==> config.mk <==
export PLATFORM = sky130hd
export DESIGN_NAME = neighbor_channel_pair_finder_core
export DESIGN_NICKNAME = d
export VERILOG_FILES = /design/src/rtl/ncpf_pkg.sv /design/src/rtl/neighbor_channel_pair_finder_core.sv /design/src/rtl/ncpf_cmd_queue.sv /design/src/rtl/ncpf_rsp_queue.sv /design/src/rtl/ncpf_front.sv /design/src/rtl/ncpf_back.sv
export VERILOG_INCLUDE_DIRS = /design/src /design/src/rtl
export SDC_FILE = /design/constraint.sdc
export NUM_CORES = 2
export LEC_CHECK = 0
export BUFFER_PORTS_ARGS = -buffer_cell sky130_fd_sc_hd__clkbuf_2
export CELL_PAD_IN_SITES_DETAIL_PLACEMENT = 1
export CELL_PAD_IN_SITES_GLOBAL_PLACEMENT = 1
export CORE_ASPECT_RATIO = 0.75
export CORE_UTILIZATION = 46
export DETAILED_ROUTE_END_ITERATION = 8
export PLACE_DENSITY = 0.84
export SYNTH_ARGS = -nofsm -noshare
export SYNTH_HDL_FRONTEND = slang
export SYNTH_HIERARCHICAL = 1
export SYNTH_SLANG_ARGS = --single-unit
export TNS_END_PERCENT = 50
==> constraint.sdc <==
create_clock -name clock -period 12.2 [get_ports clock]
set_clock_uncertainty 0.05 [all_clocks]
set_input_delay 1.22 -clock clock [delete_from_list [all_inputs] [get_ports clock]]
set_output_delay 1.22 -clock clock [all_outputs]
set_load 0.01 [all_outputs]
==> src/rtl/neighbor_channel_pair_finder_core_macros.svh <==
// Assertion macros shared by the neighbor channel pair finder RTL.
`ifndef NEIGHBOR_CHANNEL_PAIR_FINDER_CORE_MACROS_SVH
`define NEIGHBOR_CHANNEL_PAIR_FINDER_CORE_MACROS_SVH

// Checks that the consequent holds in the same cycle as the antecedent.
`define NCPF_ASSERT_IMPLY(name, ante, cons) \
   name: assert property (@(posedge clock) disable iff (reset) (ante) |-> (cons)) \
      else $error("ncpf: same-cycle check failed");

// Checks that the consequent holds in the cycle after the antecedent.
`define NCPF_ASSERT_NEXT(name, ante, cons) \
   name: assert property (@(posedge clock) disable iff (reset) (ante) |=> (cons)) \
      else $error("ncpf: next-cycle check failed");

`endif

==> src/rtl/ncpf_pkg.sv <==
// Types, constants and helper functions shared by the pair finder modules.
package ncpf_pkg;

   // Queue depths and derived widths.
   localparam int unsigned CMD_DEPTH   = 2;
   localparam int unsigned CMD_PTR_W   = (CMD_DEPTH > 1) ? $clog2(CMD_DEPTH) : 1;
   localparam int unsigned CMD_CNT_W   = $clog2(CMD_DEPTH + 1);
   localparam int unsigned RSP_DEPTH   = 2;
   localparam int unsigned RSP_PTR_W   = (RSP_DEPTH > 1) ? $clog2(RSP_DEPTH) : 1;
   localparam int unsigned RSP_CNT_W   = $clog2(RSP_DEPTH + 1);

   // Field widths.
   localparam int unsigned CHANNEL_W   = 16;
   localparam int unsigned CHARGE_W    = 32;
   localparam int unsigned TIMESTAMP_W = 64;
   localparam int unsigned WALL_W      = 32;
   localparam int unsigned WINDOW_W    = 32;
   localparam int unsigned COUNT_W     = 32;

   // Reset value of the time window register, in picoseconds.
   localparam logic [WINDOW_W-1:0] WINDOW_RESET = 32'd25000;
   localparam logic [COUNT_W-1:0]  COUNT_MAX    = '1;

   // One detector hit.
   typedef struct packed {
      logic [CHANNEL_W-1:0]   channel;
      logic [CHARGE_W-1:0]    charge;
      logic [TIMESTAMP_W-1:0] timestamp;
      logic [WALL_W-1:0]      wall_time;
   } hit_type;

   // A candidate pair handed from the front to the back.
   typedef struct packed {
      hit_type                first_hit;
      hit_type                second_hit;
      logic [TIMESTAMP_W-1:0] gap;
      logic                   odd_bad;
   } pair_cmd_type;

   // One result item.
   typedef struct packed {
      hit_type            hit;
      logic               pair_last;
      logic [COUNT_W-1:0] odd_rejects;
      logic [COUNT_W-1:0] gap_rejects;
      logic [COUNT_W-1:0] total_rejects;
   } result_type;

   // Status of a queue as seen by its neighbors.
   typedef struct packed {
      logic full;
      logic empty;
   } queue_status_type;

   // Back end sequencing: first hit of a pair, then second hit.
   typedef enum logic {
      BACK_FIRST,
      BACK_SECOND
   } back_state_type;

   // Saturating increment of a reject counter.
   function automatic logic [COUNT_W-1:0] sat_inc(input logic [COUNT_W-1:0] value);
      logic [COUNT_W-1:0] result;
      result = (value == COUNT_MAX) ? value : value + 1'b1;
      return result;
   endfunction

endpackage

==> src/rtl/neighbor_channel_pair_finder_core.sv <==
// Top level of the neighbor channel pair finder.
// Hits enter at up to one per cycle; a hit is refused only while the two-entry pair
// queue between front and back is full. The front compares each hit with the pending
// hit in the same cycle. A pair whose channels differ by one goes to the back, which
// drops a rejected pair and turns an accepted pair into two result items, first hit
// then second hit, each held back while the result queue is full. The first item
// shows on the result ports once it has passed the pair queue and the result queue
// registers, or later behind older pairs. The reject counters in a result item are the
// counts at the time the pair was checked. The window register may be written at any
// time the block is idle; csr_ready is always high.
module neighbor_channel_pair_finder_core (
   input  logic                              clock,
   input  logic                              reset,
   // Input hits.
   input  logic                              req_push,
   output logic                              req_full,
   input  logic [ncpf_pkg::CHANNEL_W-1:0]    req_hit_channel,
   input  logic [ncpf_pkg::CHARGE_W-1:0]     req_hit_charge,
   input  logic [ncpf_pkg::TIMESTAMP_W-1:0]  req_hit_timestamp,
   input  logic [ncpf_pkg::WALL_W-1:0]       req_hit_wall_time,
   // Result items.
   output logic                              rsp_empty,
   input  logic                              rsp_pop,
   output logic [ncpf_pkg::CHANNEL_W-1:0]    rsp_out_channel,
   output logic [ncpf_pkg::CHARGE_W-1:0]     rsp_out_charge,
   output logic [ncpf_pkg::TIMESTAMP_W-1:0]  rsp_out_timestamp,
   output logic [ncpf_pkg::WALL_W-1:0]       rsp_out_wall_time,
   output logic                              rsp_pair_last,
   output logic [ncpf_pkg::COUNT_W-1:0]      rsp_odd_rejects,
   output logic [ncpf_pkg::COUNT_W-1:0]      rsp_gap_rejects,
   output logic [ncpf_pkg::COUNT_W-1:0]      rsp_total_rejects,
   // Window register write.
   input  logic                              csr_valid,
   output logic                              csr_ready,
   input  logic [ncpf_pkg::WINDOW_W-1:0]     csr_time_window
);
   import ncpf_pkg::*;

   logic [WINDOW_W-1:0] window_ff;
   hit_type             hit;
   queue_status_type    cmd_status;
   queue_status_type    rsp_status;
   logic                cmd_push, cmd_pop;
   pair_cmd_type        cmd_data, cmd_head;
   logic                rsp_push;
   result_type          rsp_data, rsp_head;

   // Window register.
   assign csr_ready = 1'b1;

   always_ff @(posedge clock) begin
      if (reset) begin
         window_ff <= WINDOW_RESET;
      end else if (csr_valid && csr_ready) begin
         window_ff <= csr_time_window;
      end
   end

   // Gather the input hit.
   assign hit.channel   = req_hit_channel;
   assign hit.charge    = req_hit_charge;
   assign hit.timestamp = req_hit_timestamp;
   assign hit.wall_time = req_hit_wall_time;

   ncpf_front u_front (
      .clock      (clock),
      .reset      (reset),
      .req_push   (req_push),
      .hit        (hit),
      .req_full   (req_full),
      .cmd_status (cmd_status),
      .cmd_push   (cmd_push),
      .cmd_data   (cmd_data)
   );

   ncpf_cmd_queue u_cmd_queue (
      .clock     (clock),
      .reset     (reset),
      .push      (cmd_push),
      .push_data (cmd_data),
      .pop       (cmd_pop),
      .head      (cmd_head),
      .status    (cmd_status)
   );

   ncpf_back u_back (
      .clock       (clock),
      .reset       (reset),
      .time_window (window_ff),
      .cmd_status  (cmd_status),
      .cmd_head    (cmd_head),
      .cmd_pop     (cmd_pop),
      .rsp_status  (rsp_status),
      .rsp_push    (rsp_push),
      .rsp_data    (rsp_data)
   );

   ncpf_rsp_queue u_rsp_queue (
      .clock     (clock),
      .reset     (reset),
      .push      (rsp_push),
      .push_data (rsp_data),
      .pop       (rsp_pop),
      .head      (rsp_head),
      .status    (rsp_status)
   );

   // Result ports show the oldest waiting item.
   assign rsp_empty         = rsp_status.empty;
   assign rsp_out_channel   = rsp_head.hit.channel;
   assign rsp_out_charge    = rsp_head.hit.charge;
   assign rsp_out_timestamp = rsp_head.hit.timestamp;
   assign rsp_out_wall_time = rsp_head.hit.wall_time;
   assign rsp_pair_last     = rsp_head.pair_last;
   assign rsp_odd_rejects   = rsp_head.odd_rejects;
   assign rsp_gap_rejects   = rsp_head.gap_rejects;
   assign rsp_total_rejects = rsp_head.total_rejects;

endmodule

==> src/rtl/ncpf_cmd_queue.sv <==
// Short queue of candidate pairs between the front and the back.
`include "neighbor_channel_pair_finder_core_macros.svh"

module ncpf_cmd_queue (
   input  logic                         clock,
   input  logic                         reset,
   input  logic                         push,
   input  ncpf_pkg::pair_cmd_type       push_data,
   input  logic                         pop,
   output ncpf_pkg::pair_cmd_type       head,
   output ncpf_pkg::queue_status_type   status
);
   import ncpf_pkg::*;

   pair_cmd_type         entry_ff [CMD_DEPTH];
   logic [CMD_PTR_W-1:0] wr_ptr_ff, wr_ptr_in;
   logic [CMD_PTR_W-1:0] rd_ptr_ff, rd_ptr_in;
   logic [CMD_CNT_W-1:0] count_ff, count_in;
   logic                 do_push, do_pop;

   // Status and head of the queue.
   assign status.full  = (count_ff == CMD_CNT_W'(CMD_DEPTH));
   assign status.empty = (count_ff == '0);
   assign head         = entry_ff[rd_ptr_ff];

   assign do_push = push && !status.full;
   assign do_pop  = pop && !status.empty;

   // Pointer and fill count updates.
   always_comb begin
      wr_ptr_in = wr_ptr_ff;
      rd_ptr_in = rd_ptr_ff;
      count_in  = count_ff;
      if (do_push) begin
         wr_ptr_in = (wr_ptr_ff == CMD_PTR_W'(CMD_DEPTH - 1)) ? '0 : wr_ptr_ff + 1'b1;
      end
      if (do_pop) begin
         rd_ptr_in = (rd_ptr_ff == CMD_PTR_W'(CMD_DEPTH - 1)) ? '0 : rd_ptr_ff + 1'b1;
      end
      if (do_push && !do_pop) begin
         count_in = count_ff + 1'b1;
      end else if (do_pop && !do_push) begin
         count_in = count_ff - 1'b1;
      end
   end

   always_ff @(posedge clock) begin
      if (reset) begin
         wr_ptr_ff <= '0;
         rd_ptr_ff <= '0;
         count_ff  <= '0;
      end else begin
         wr_ptr_ff <= wr_ptr_in;
         rd_ptr_ff <= rd_ptr_in;
         count_ff  <= count_in;
      end
   end

   // Entry storage needs no reset.
   always_ff @(posedge clock) begin
      if (do_push) begin
         entry_ff[wr_ptr_ff] <= push_data;
      end
   end

   `NCPF_ASSERT_IMPLY(cmd_count_in_range, 1'b1, count_ff <= CMD_CNT_W'(CMD_DEPTH))

endmodule

==> src/rtl/ncpf_rsp_queue.sv <==
// Output queue holding result items until the consumer pops them.
module ncpf_rsp_queue (
   input  logic                         clock,
   input  logic                         reset,
   input  logic                         push,
   input  ncpf_pkg::result_type         push_data,
   input  logic                         pop,
   output ncpf_pkg::result_type         head,
   output ncpf_pkg::queue_status_type   status
);
   import ncpf_pkg::*;

   result_type           entry_ff [RSP_DEPTH];
   logic [RSP_PTR_W-1:0] wr_ptr_ff, wr_ptr_in;
   logic [RSP_PTR_W-1:0] rd_ptr_ff, rd_ptr_in;
   logic [RSP_CNT_W-1:0] count_ff, count_in;
   logic                 do_push, do_pop;

   // Status and head of the queue.
   assign status.full  = (count_ff == RSP_CNT_W'(RSP_DEPTH));
   assign status.empty = (count_ff == '0);
   assign head         = entry_ff[rd_ptr_ff];

   assign do_push = push && !status.full;
   assign do_pop  = pop && !status.empty;

   // Pointer and fill count updates.
   always_comb begin
      wr_ptr_in = wr_ptr_ff;
      rd_ptr_in = rd_ptr_ff;
      count_in  = count_ff;
      if (do_push) begin
         wr_ptr_in = (wr_ptr_ff == RSP_PTR_W'(RSP_DEPTH - 1)) ? '0 : wr_ptr_ff + 1'b1;
      end
      if (do_pop) begin
         rd_ptr_in = (rd_ptr_ff == RSP_PTR_W'(RSP_DEPTH - 1)) ? '0 : rd_ptr_ff + 1'b1;
      end
      if (do_push && !do_pop) begin
         count_in = count_ff + 1'b1;
      end else if (do_pop && !do_push) begin
         count_in = count_ff - 1'b1;
      end
   end

   always_ff @(posedge clock) begin
      if (reset) begin
         wr_ptr_ff <= '0;
         rd_ptr_ff <= '0;
         count_ff  <= '0;
      end else begin
         wr_ptr_ff <= wr_ptr_in;
         rd_ptr_ff <= rd_ptr_in;
         count_ff  <= count_in;
      end
   end

   // Entry storage needs no reset.
   always_ff @(posedge clock) begin
      if (do_push) begin
         entry_ff[wr_ptr_ff] <= push_data;
      end
   end

endmodule

==> src/rtl/ncpf_front.sv <==
// Front end: holds the pending hit, detects neighbor channels and forms pairs.
`include "neighbor_channel_pair_finder_core_macros.svh"

module ncpf_front (
   input  logic                         clock,
   input  logic                         reset,
   input  logic                         req_push,
   input  ncpf_pkg::hit_type            hit,
   output logic                         req_full,
   input  ncpf_pkg::queue_status_type   cmd_status,
   output logic                         cmd_push,
   output ncpf_pkg::pair_cmd_type       cmd_data
);
   import ncpf_pkg::*;

   logic                 pending_valid_ff, pending_valid_in;
   hit_type              pending_ff;
   logic                 accept;
   logic                 up_neighbor, down_neighbor, adjacent;
   logic [TIMESTAMP_W:0] diff_up;
   logic [TIMESTAMP_W-1:0] diff_down;

   // The front stalls only when the pair queue has no room.
   assign req_full = cmd_status.full;
   assign accept   = req_push && !cmd_status.full;

   // Channels must differ by exactly one, without wrapping around.
   assign up_neighbor   = ({1'b0, hit.channel} == {1'b0, pending_ff.channel} + 17'd1);
   assign down_neighbor = ({1'b0, pending_ff.channel} == {1'b0, hit.channel} + 17'd1);
   assign adjacent      = pending_valid_ff && (up_neighbor || down_neighbor);

   // Absolute timestamp gap: both differences in parallel, the borrow picks one.
   assign diff_up   = {1'b0, hit.timestamp} - {1'b0, pending_ff.timestamp};
   assign diff_down = pending_ff.timestamp - hit.timestamp;

   // Build the pair command; the pending hit goes out first.
   always_comb begin
      cmd_push            = accept && adjacent;
      cmd_data.first_hit  = pending_ff;
      cmd_data.second_hit = hit;
      cmd_data.gap        = diff_up[TIMESTAMP_W] ? diff_down : diff_up[TIMESTAMP_W-1:0];
      cmd_data.odd_bad    = up_neighbor ? pending_ff.channel[0] : hit.channel[0];
   end

   // A pair consumes the pending hit; any other hit replaces it.
   always_comb begin
      pending_valid_in = pending_valid_ff;
      if (accept) begin
         pending_valid_in = !adjacent;
      end
   end

   always_ff @(posedge clock) begin
      if (reset) begin
         pending_valid_ff <= 1'b0;
      end else begin
         pending_valid_ff <= pending_valid_in;
      end
   end

   always_ff @(posedge clock) begin
      if (accept && !adjacent) begin
         pending_ff <= hit;
      end
   end

   `NCPF_ASSERT_IMPLY(front_pair_needs_pending, cmd_push, pending_valid_ff)
   `NCPF_ASSERT_NEXT(front_pair_clears_pending, cmd_push, !pending_valid_ff)

endmodule

==> src/rtl/ncpf_back.sv <==
// Back end: checks pairs against the window, counts rejects, emits accepted pairs.
`include "neighbor_channel_pair_finder_core_macros.svh"

module ncpf_back (
   input  logic                              clock,
   input  logic                              reset,
   input  logic [ncpf_pkg::WINDOW_W-1:0]     time_window,
   input  ncpf_pkg::queue_status_type        cmd_status,
   input  ncpf_pkg::pair_cmd_type            cmd_head,
   output logic                              cmd_pop,
   input  ncpf_pkg::queue_status_type        rsp_status,
   output logic                              rsp_push,
   output ncpf_pkg::result_type              rsp_data
);
   import ncpf_pkg::*;

   back_state_type     state_ff, state_in;
   logic [COUNT_W-1:0] odd_ff, odd_in;
   logic [COUNT_W-1:0] gap_ff, gap_in;
   logic [COUNT_W-1:0] total_ff, total_in;
   logic               gap_bad;
   logic               reject;

   assign gap_bad = cmd_head.gap > {{(TIMESTAMP_W - WINDOW_W){1'b0}}, time_window};
   assign reject  = cmd_head.odd_bad || gap_bad;

   // Sequencer: a rejected pair is dropped; an accepted pair is sent hit by hit.
   always_comb begin
      state_in               = state_ff;
      odd_in                 = odd_ff;
      gap_in                 = gap_ff;
      total_in               = total_ff;
      cmd_pop                = 1'b0;
      rsp_push               = 1'b0;
      rsp_data.hit           = cmd_head.first_hit;
      rsp_data.pair_last     = 1'b0;
      rsp_data.odd_rejects   = odd_ff;
      rsp_data.gap_rejects   = gap_ff;
      rsp_data.total_rejects = total_ff;
      case (state_ff)
         BACK_FIRST: begin
            if (!cmd_status.empty) begin
               if (reject) begin
                  if (cmd_head.odd_bad) begin
                     odd_in = sat_inc(odd_ff);
                  end
                  if (gap_bad) begin
                     gap_in = sat_inc(gap_ff);
                  end
                  total_in = sat_inc(total_ff);
                  cmd_pop  = 1'b1;
               end else if (!rsp_status.full) begin
                  rsp_push = 1'b1;
                  state_in = BACK_SECOND;
               end
            end
         end
         BACK_SECOND: begin
            rsp_data.hit       = cmd_head.second_hit;
            rsp_data.pair_last = 1'b1;
            if (!rsp_status.full) begin
               rsp_push = 1'b1;
               cmd_pop  = 1'b1;
               state_in = BACK_FIRST;
            end
         end
         default: begin
            state_in = BACK_FIRST;
         end
      endcase
   end

   always_ff @(posedge clock) begin
      if (reset) begin
         state_ff <= BACK_FIRST;
         odd_ff   <= '0;
         gap_ff   <= '0;
         total_ff <= '0;
      end else begin
         state_ff <= state_in;
         odd_ff   <= odd_in;
         gap_ff   <= gap_in;
         total_ff <= total_in;
      end
   end

   `NCPF_ASSERT_IMPLY(back_second_has_pair, state_ff == BACK_SECOND, !cmd_status.empty)
   `NCPF_ASSERT_NEXT(back_first_then_second, (state_ff == BACK_FIRST) && rsp_push, state_ff == BACK_SECOND)
   `NCPF_ASSERT_IMPLY(back_total_covers_causes, 1'b1, (total_ff >= odd_ff) && (total_ff >= gap_ff))

endmodule
==> Yosys cells after proc, flatten, opt, wreduce, memory -nomap -nowiden <==
Memory sizes are Yosys's and may differ from the RTL's. A register that Yosys moved wholly into a read port is not among the register bits.
Cells that the tools add are included.
{ "totals": {"reg_bits": 282, "ram_bits": 1188, "input_bits": 181, "output_inout_bits": 244, "elab_cells": 104, "memories": 2} }
{ "memory_table": {"columns": ["name", "depth", "width", "rd", "rd_ports_with_merged_regs", "write_ports", "line_no", "rtl"], "rows": [
  ["u_cmd_queue.entry_ff", 2, 353, 1, 1, 1, "ncpf_cmd_queue.sv:15", "pair_cmd_type entry_ff [CMD_DEPTH];"],
  ["u_rsp_queue.entry_ff", 2, 241, 1, 1, 1, "ncpf_rsp_queue.sv:13", "result_type entry_ff [RSP_DEPTH];"]
]} }
{ "classes": {"add_sub_neg": 15, "n_lt_le_gt_ge": 1, "eq_ne": 7, "muxes": 28, "bitwise": 5, "reduce_logical": 30} }
{ "ops": {"columns": ["operator", "count"], "rows": [
  ["two-way mux 145 bit", 1],
  ["adder 32 x 1 -> 32 bit (second input constant)", 3],
  ["== test 32 bit (second input constant)", 3],
  ["subtractor 64 x 64 -> 65 bit", 1],
  ["> comparator 64 x 32 -> 1 bit", 1],
  ["two-way mux 64 bit", 1],
  ["subtractor 64 bit", 1],
  ["adder 16 x 1 -> 17 bit (second input constant)", 2],
  ["== test 16 x 17 -> 1 bit", 2],
  ["two-way mux 1 bit", 19],
  ["logical AND 1 bit", 12],
  ["AND reduction 5 bit", 2],
  ["logical NOT 1 bit", 9],
  ["two-way mux 2 bit", 4],
  ["case mux 1 bit (2 select lines)", 3],
  ["inverter 1 bit", 5],
  ["adder 1 bit (second input constant)", 4],
  ["adder 2 x 1 -> 2 bit (second input constant)", 2],
  ["== test 2 bit (second input constant)", 2],
  ["logical NOT 2 bit", 2],
  ["AND reduction 4 bit", 1],
  ["nonzero test 2 bit", 2],
  ["subtractor 2 x 1 -> 2 bit (second input constant)", 2],
  ["logical OR 1 bit", 2]
]} }

==> Longest topological paths before layout <==
{ "depth": {"depth_word": 10, "depth_mapped": 19, "mapped_depth_nobuf": 17} }

==> Modules after synthesis <==
Netlist, hierarchy kept.
{ "modules_own_cells": {"columns": ["mod", "n_inst", "cells_per_inst", "area_per_inst_um2", "seq_area_each_um2"], "rows": [
  ["ncpf_cmd_queue", 1, 1123, 26345.3, 21300.4],
  ["ncpf_rsp_queue", 1, 775, 18388.9, 14574.0],
  ["ncpf_front", 1, 1754, 14691.6, 4344.2],
  ["ncpf_back", 1, 858, 7269.5, 1941.9],
  ["neighbor_channel_pair_finder_core", 1, 105, 1179.9, 640.6]
]} }

==> Worst setup path before layout <==
OpenSTA, ideal clock, no wires.
{ "synth_timing": {"path_type": "input to register", "from": "in req_hit_channel[5] (netlist name)", "to": "mem u_cmd_queue/entry_ff[1][0] (netlist name), enable pin", "t_arrival_ns": 11.221, "slack_ns": 0.167, "stages": 15, "path_cell_list": "clkbuf_1 -> and4_1 -> and3_1 -> clkbuf_1 -> a21oi_1 -> a311oi_1 -> nor2_1 -> nor4_1 -> nand4_1 -> nand2_1 -> nand2_1 -> nor2_1 -> inv_1 -> nor2_1 -> and2_1"} }
{ "synth_via": {"elab_chain_len": 8} }
{ "synth_rtl": {"columns": ["element", "line_no", "rtl"], "rows": [
  ["start: declaration", "neighbor_channel_pair_finder_core.sv:17", "input logic [ncpf_pkg::CHANNEL_W-1:0] req_hit_channel,"],
  ["adder 16 x 1 -> 17 bit", "ncpf_front.sv:29", "assign down_neighbor = ({1'b0, pending_ff.channel} == {1'b0, hit.channel} + 17'd1);"],
  ["== test 16 x 17 -> 1 bit", "ncpf_front.sv:29", null],
  ["logical OR 1 bit (*)", "ncpf_front.sv:30", "assign adjacent = pending_valid_ff && (up_neighbor || down_neighbor);"],
  ["logical AND 1 bit (*)", "ncpf_front.sv:30", null],
  ["logical AND 1 bit (*)", "ncpf_front.sv:38", "cmd_push = accept && adjacent;"],
  ["via cmd_push", "neighbor_channel_pair_finder_core.sv:43", "logic cmd_push, cmd_pop;"],
  ["logical AND 1 bit (*)", "ncpf_cmd_queue.sv:26", "assign do_push = push && !status.full;"],
  ["via u_cmd_queue.do_push", "ncpf_cmd_queue.sv:19", "logic do_push, do_pop;"],
  ["two-way mux 1 bit (*)", "ncpf_cmd_queue.sv:61", "if (do_push) begin"],
  ["two-way mux 1 bit (not written as such) (*)", "ncpf_cmd_queue.sv:62", "entry_ff[wr_ptr_ff] <= push_data;"],
  ["end: declaration", "ncpf_cmd_queue.sv:15", null]
]} }
Mark *: on every way through the listed nets, which the timed path passes. The rest lies on a longest branch.

==> impl_metrics.py <==
metrics = {
    "clock_tree": {
        "cts_buffers": 147,
        "root_buffer": "clkbuf_16",
        "cts_sinks": 1472,
        "clk_pin_slew_ns": 0.06,
        "cts_setup_buffers": 0,
        "postCtsHoldBufs": 0,
        "cts_resized": 0,
        "clock_latency_ns": 0.80,
        "htree_levels": 4,
        "cts_buffer_depth": 3,
        "cts_tree": "yes",
    },
    "power": {
        "powerDensity_nw_per_um2": 148,
        "p_total_mw": 11.1,
        "comb_power_share_pct": 8.8,
        "clkPwrFrac_pct": 41.0,
        "p_switching_mw": 2.66,
        "internal_power_mw": 8.46,
        "p_leak_nw": 26.8,
        "ir_worst_vdd_mv": 0.106,
        "seq_power_share_pct": 50.2,
        "p_sw_share_pct": 23.9,
    },
    "global_routing": {
        "grt_first_pass_wirelength_um": 263000,
        "antenna_found_initial": 24,
        "grtUsageTotal_pct": 23.2,
        "grt_pass1_vias": 41800,
        "grt_max_degree": 152,
        "grt_overflow": 0,
    },
    "timing": {
        "timing.fmax_ghz": 0.139,
        "drv_slew": 0,
        "hold_violations": 0,
        "fin_ws_ns": 5.02,
        "max_slew.worst_pin.slew_ns": 1.33,
        "timing.setup.tns_ns": 0,
        "min_period_ns": 7.18,
        "setup_viol": 0,
        "fin_crit_sh_pct": 58.9,
        "relSlewSlack_pct": 10.6,
        "rsz0062_at_grt": "no",
    },
    "floorplan": {
        "io_pins": 425,
        "core_um2": 146000,
        "initial_core_util_pct": 46.6,
        "die_area_um2": 149000,
        "placementRows": 121,
        "fp.dieW_um": 446,
        "die_h_um": 335,
    },
    "placed_design": {
        "post_dp_cell_area_um2": 70400,
        "port_buffers": 423,
        "place_congestion": 0.928,
        "dp_slack_ns": 5.01,
        "hpwl_um": 118000,
    },
    "route": {
        "final_antenna_net_count": 0,
        "drtPass1Iterations": 6,
        "drcViolationCount": 0,
        "wl_um": 177000,
        "dr_total_vias": 39400,
        "wire_per_inst_um": 25.4,
        "vias_per_cell": 5.64,
        "drt_iter0_markers": 3056,
    },
    "critical_path": {
        "cp_max_fo": 151,
        "endpoint_kind": "register",
        "crit_type": "reg -> reg",
        "critPathRequiredTime_ns": 12.54,
        "startpoint_type": "register",
        "cp_data_arrival_time_ns": 7.52,
    },
    "final_layout": {
        "fill_cells": 14200,
        "multiInputGateArea_um2": 21900,
        "syn2layout_area_growth_pct": 10.9,
        "final_nets": 5228,
        "fin_area_um2": 75300,
        "layout-drive-gt1-share_pct": 29.5,
        "seq_area_um2": 42800,
    },
    "synth": {
        "synth_cells": 4615,
        "async_flop_share_pct": 0,
        "synth-edff-count": 1332,
        "synth.avg_cell_area_um2": 14.7,
        "synth_nets": 4966,
        "ys_seq_area_share_pct": 63.1,
        "synthFlopType": "edfxtp_1",
        "synth_area_um2": 67900,
        "synth_warnings": 6,
        "ys_types": 102,
        "synth_seq_cells": 1472,
    },
    "flow_run": {
        "drv_cap": 0,
    },
    "hold_path": {
        "min_path_type": "reg -> reg",
    },
    "run_status": {
        "status": "completed",
    },
}
[critical path: stages (launching register included)]
cell	delay, ns
dfxtp_4	0.78
buf_12	0.70
mux2_2	0.41
nor4_1	0.39
nand4_1	0.34
nor3_1	0.24
nand3_1	0.24
nor3_4	0.17
buf_4	0.34
nor2_1	0.11
or3_1	0.34
a21oi_1	0.16
inv_1	0.09
or3_1	0.46
inv_8	0.72
buf_4	0.93
[flip-flops by register name, summed over array words and instances (netlist names), named ones only]
signal and flops:
u_cmd_queue/entry_ff 706, u_rsp_queue/entry_ff 482, u_front/cmd_data 144, u_back/gap_ff 32
u_back/odd_ff 32, u_back/total_ff 32, window_ff 32, u_cmd_queue/count_ff 2
u_rsp_queue/count_ff 2, u_back/state_ff 1, u_cmd_queue/rd_ptr_ff 1, u_cmd_queue/wr_ptr_ff 1
u_front/pending_valid_ff 1, u_rsp_queue/rd_ptr_ff 1, u_rsp_queue/wr_ptr_ff 1
[cell usage in the layout (no fill, tap or decap), types with 9 or more instances in the layout]
| cell | n |
|---|---|
| o21a_1 | 17 |
| nor3_1 | 55 |
| o21ai_1 | 17 |
| nand2_1 | 157 |
| or3_1 | 23 |
| xor2_1 | 60 |
| a211oi_1 | 24 |
| a21oi_1 | 260 |
| inv_1 | 215 |
| clkbuf_8 | 10 |
| clkbuf_2 | 422 |
| o31ai_1 | 11 |
| nand2b_1 | 17 |
| dfxtp_1 | 137 |
| edfxtp_1 | 1332 |
| a31oi_1 | 17 |
| clkinv_1 | 22 |
| nand3_1 | 66 |
| xnor2_1 | 103 |
| clkinv_2 | 15 |
| o21bai_1 | 45 |
| ha_1 | 168 |
| nor4_1 | 25 |
| mux2_2 | 383 |
| nor2_1 | 260 |
| o21ai_0 | 133 |
| a21o_1 | 36 |
| nand4_1 | 80 |
| and2_1 | 9 |
| and3_1 | 22 |
| mux2i_1 | 40 |
| buf_4 | 23 |
| diode_2 | 14 |
| nor2b_1 | 18 |
| bufinv_16 | 11 |
| clkbuf_1 | 37 |
| mux2_4 | 360 |
| clkbuf_16 | 149 |
| o211ai_1 | 15 |
[power groups by stage]
stage	Clock [mW]	Combinational, mW	Sequential (mW)
global route	4.82	1.04	5.59
global placement	0	0.924	5.69
floorplan	0	0.668	5.67
detailed placement	0	0.952	5.69
CTS	4.65	0.961	5.58
finish	4.56	0.974	5.58
[cell usage after synthesis (47+ instances only)]
| cell type | instances | area share (%) |
|---|---|---|
| edfxtp_1 | 1332 | 59 |
| mux2_2 | 383 | 6.4 |
| mux2_4 | 360 | 8.0 |
| a21oi_1 | 261 | 1.9 |
| nor2_1 | 260 | 1.4 |
| inv_1 | 217 | 1.2 |
| ha_1 | 168 | 3.1 |
| buf_4 | 167 | 1.8 |
| nand2_1 | 157 | 0.87 |
| dfxtp_1 | 140 | 4.1 |
| o21ai_0 | 133 | 0.98 |
| xnor2_1 | 103 | 1.3 |
| nand4_1 | 80 | 0.74 |
| buf_2 | 71 | 0.52 |
| nand3_1 | 66 | 0.49 |
| xor2_1 | 60 | 0.77 |
| nor3_1 | 55 | 0.41 |
| buf_6 | 48 | 0.80 |
| clkbuf_1 | 47 | 0.26 |
[cell families after synthesis]
group	synth area share [%]
AOI/OAI and AO/OA	6.22
xor gates and xnor gates	2.10
adders and majority gates	3.16
buffers and inverters	4.72
DFF	63.1
muxes	14.9
other	0.00552
and+or+nand+nor	5.83
[per-stage QoR]
stage / hold WS [ns] / instances / util [%]
CTS: 0.395 / 6964 / 51.6
floorplan: 0.371 / 4615 / -
global route: 0.405 / 6977 / 51.7
finish: 0.394 / 6978 / 51.7
global placement: 0.372 / 6696 / 48.3
detailed placement: 0.381 / 6696 / 48.3
[final timing paths]
kind / from / end / slack, ns / depth (start not counted)
setup / recovery: register / u_rsp_queue/entry_ff[0][168] / 5.02 / 15
hold / removal: u_front/cmd_data[322] / u_cmd_queue/entry_ff[1][322] / 0.39 / 0
setup reg to reg: register / u_rsp_queue/entry_ff[0][168] / 5.02 / 15
hold reg to reg: u_front/cmd_data[322] / u_cmd_queue/entry_ff[1][322] / 0.39 / 0
[area by class of cell]
| cell class | instances | share of cell area [%] |
|---|---|---|
| clock buffer | 196 | 5.32 |
| sequential | 1472 | 56.9 |
| multi-input combinational | 2587 | 29.1 |
| antenna | 14 | 0.0465 |
| timing repair buffer | 452 | 3.22 |
| inverter | 217 | 1.10 |
| tap | 1968 | 3.27 |
| clock inverter | 72 | 1.09 |
[metal layers]
metal	vias up	global-route usage [%]	wire, um
li1	17600	-	-
met1	20200	30.3	75400
met2	1182	38.6	86400
met3	323	4.23	9080
met4	18	8.57	6010
met5	-	0	115
(Power assumes the default switching activity.)
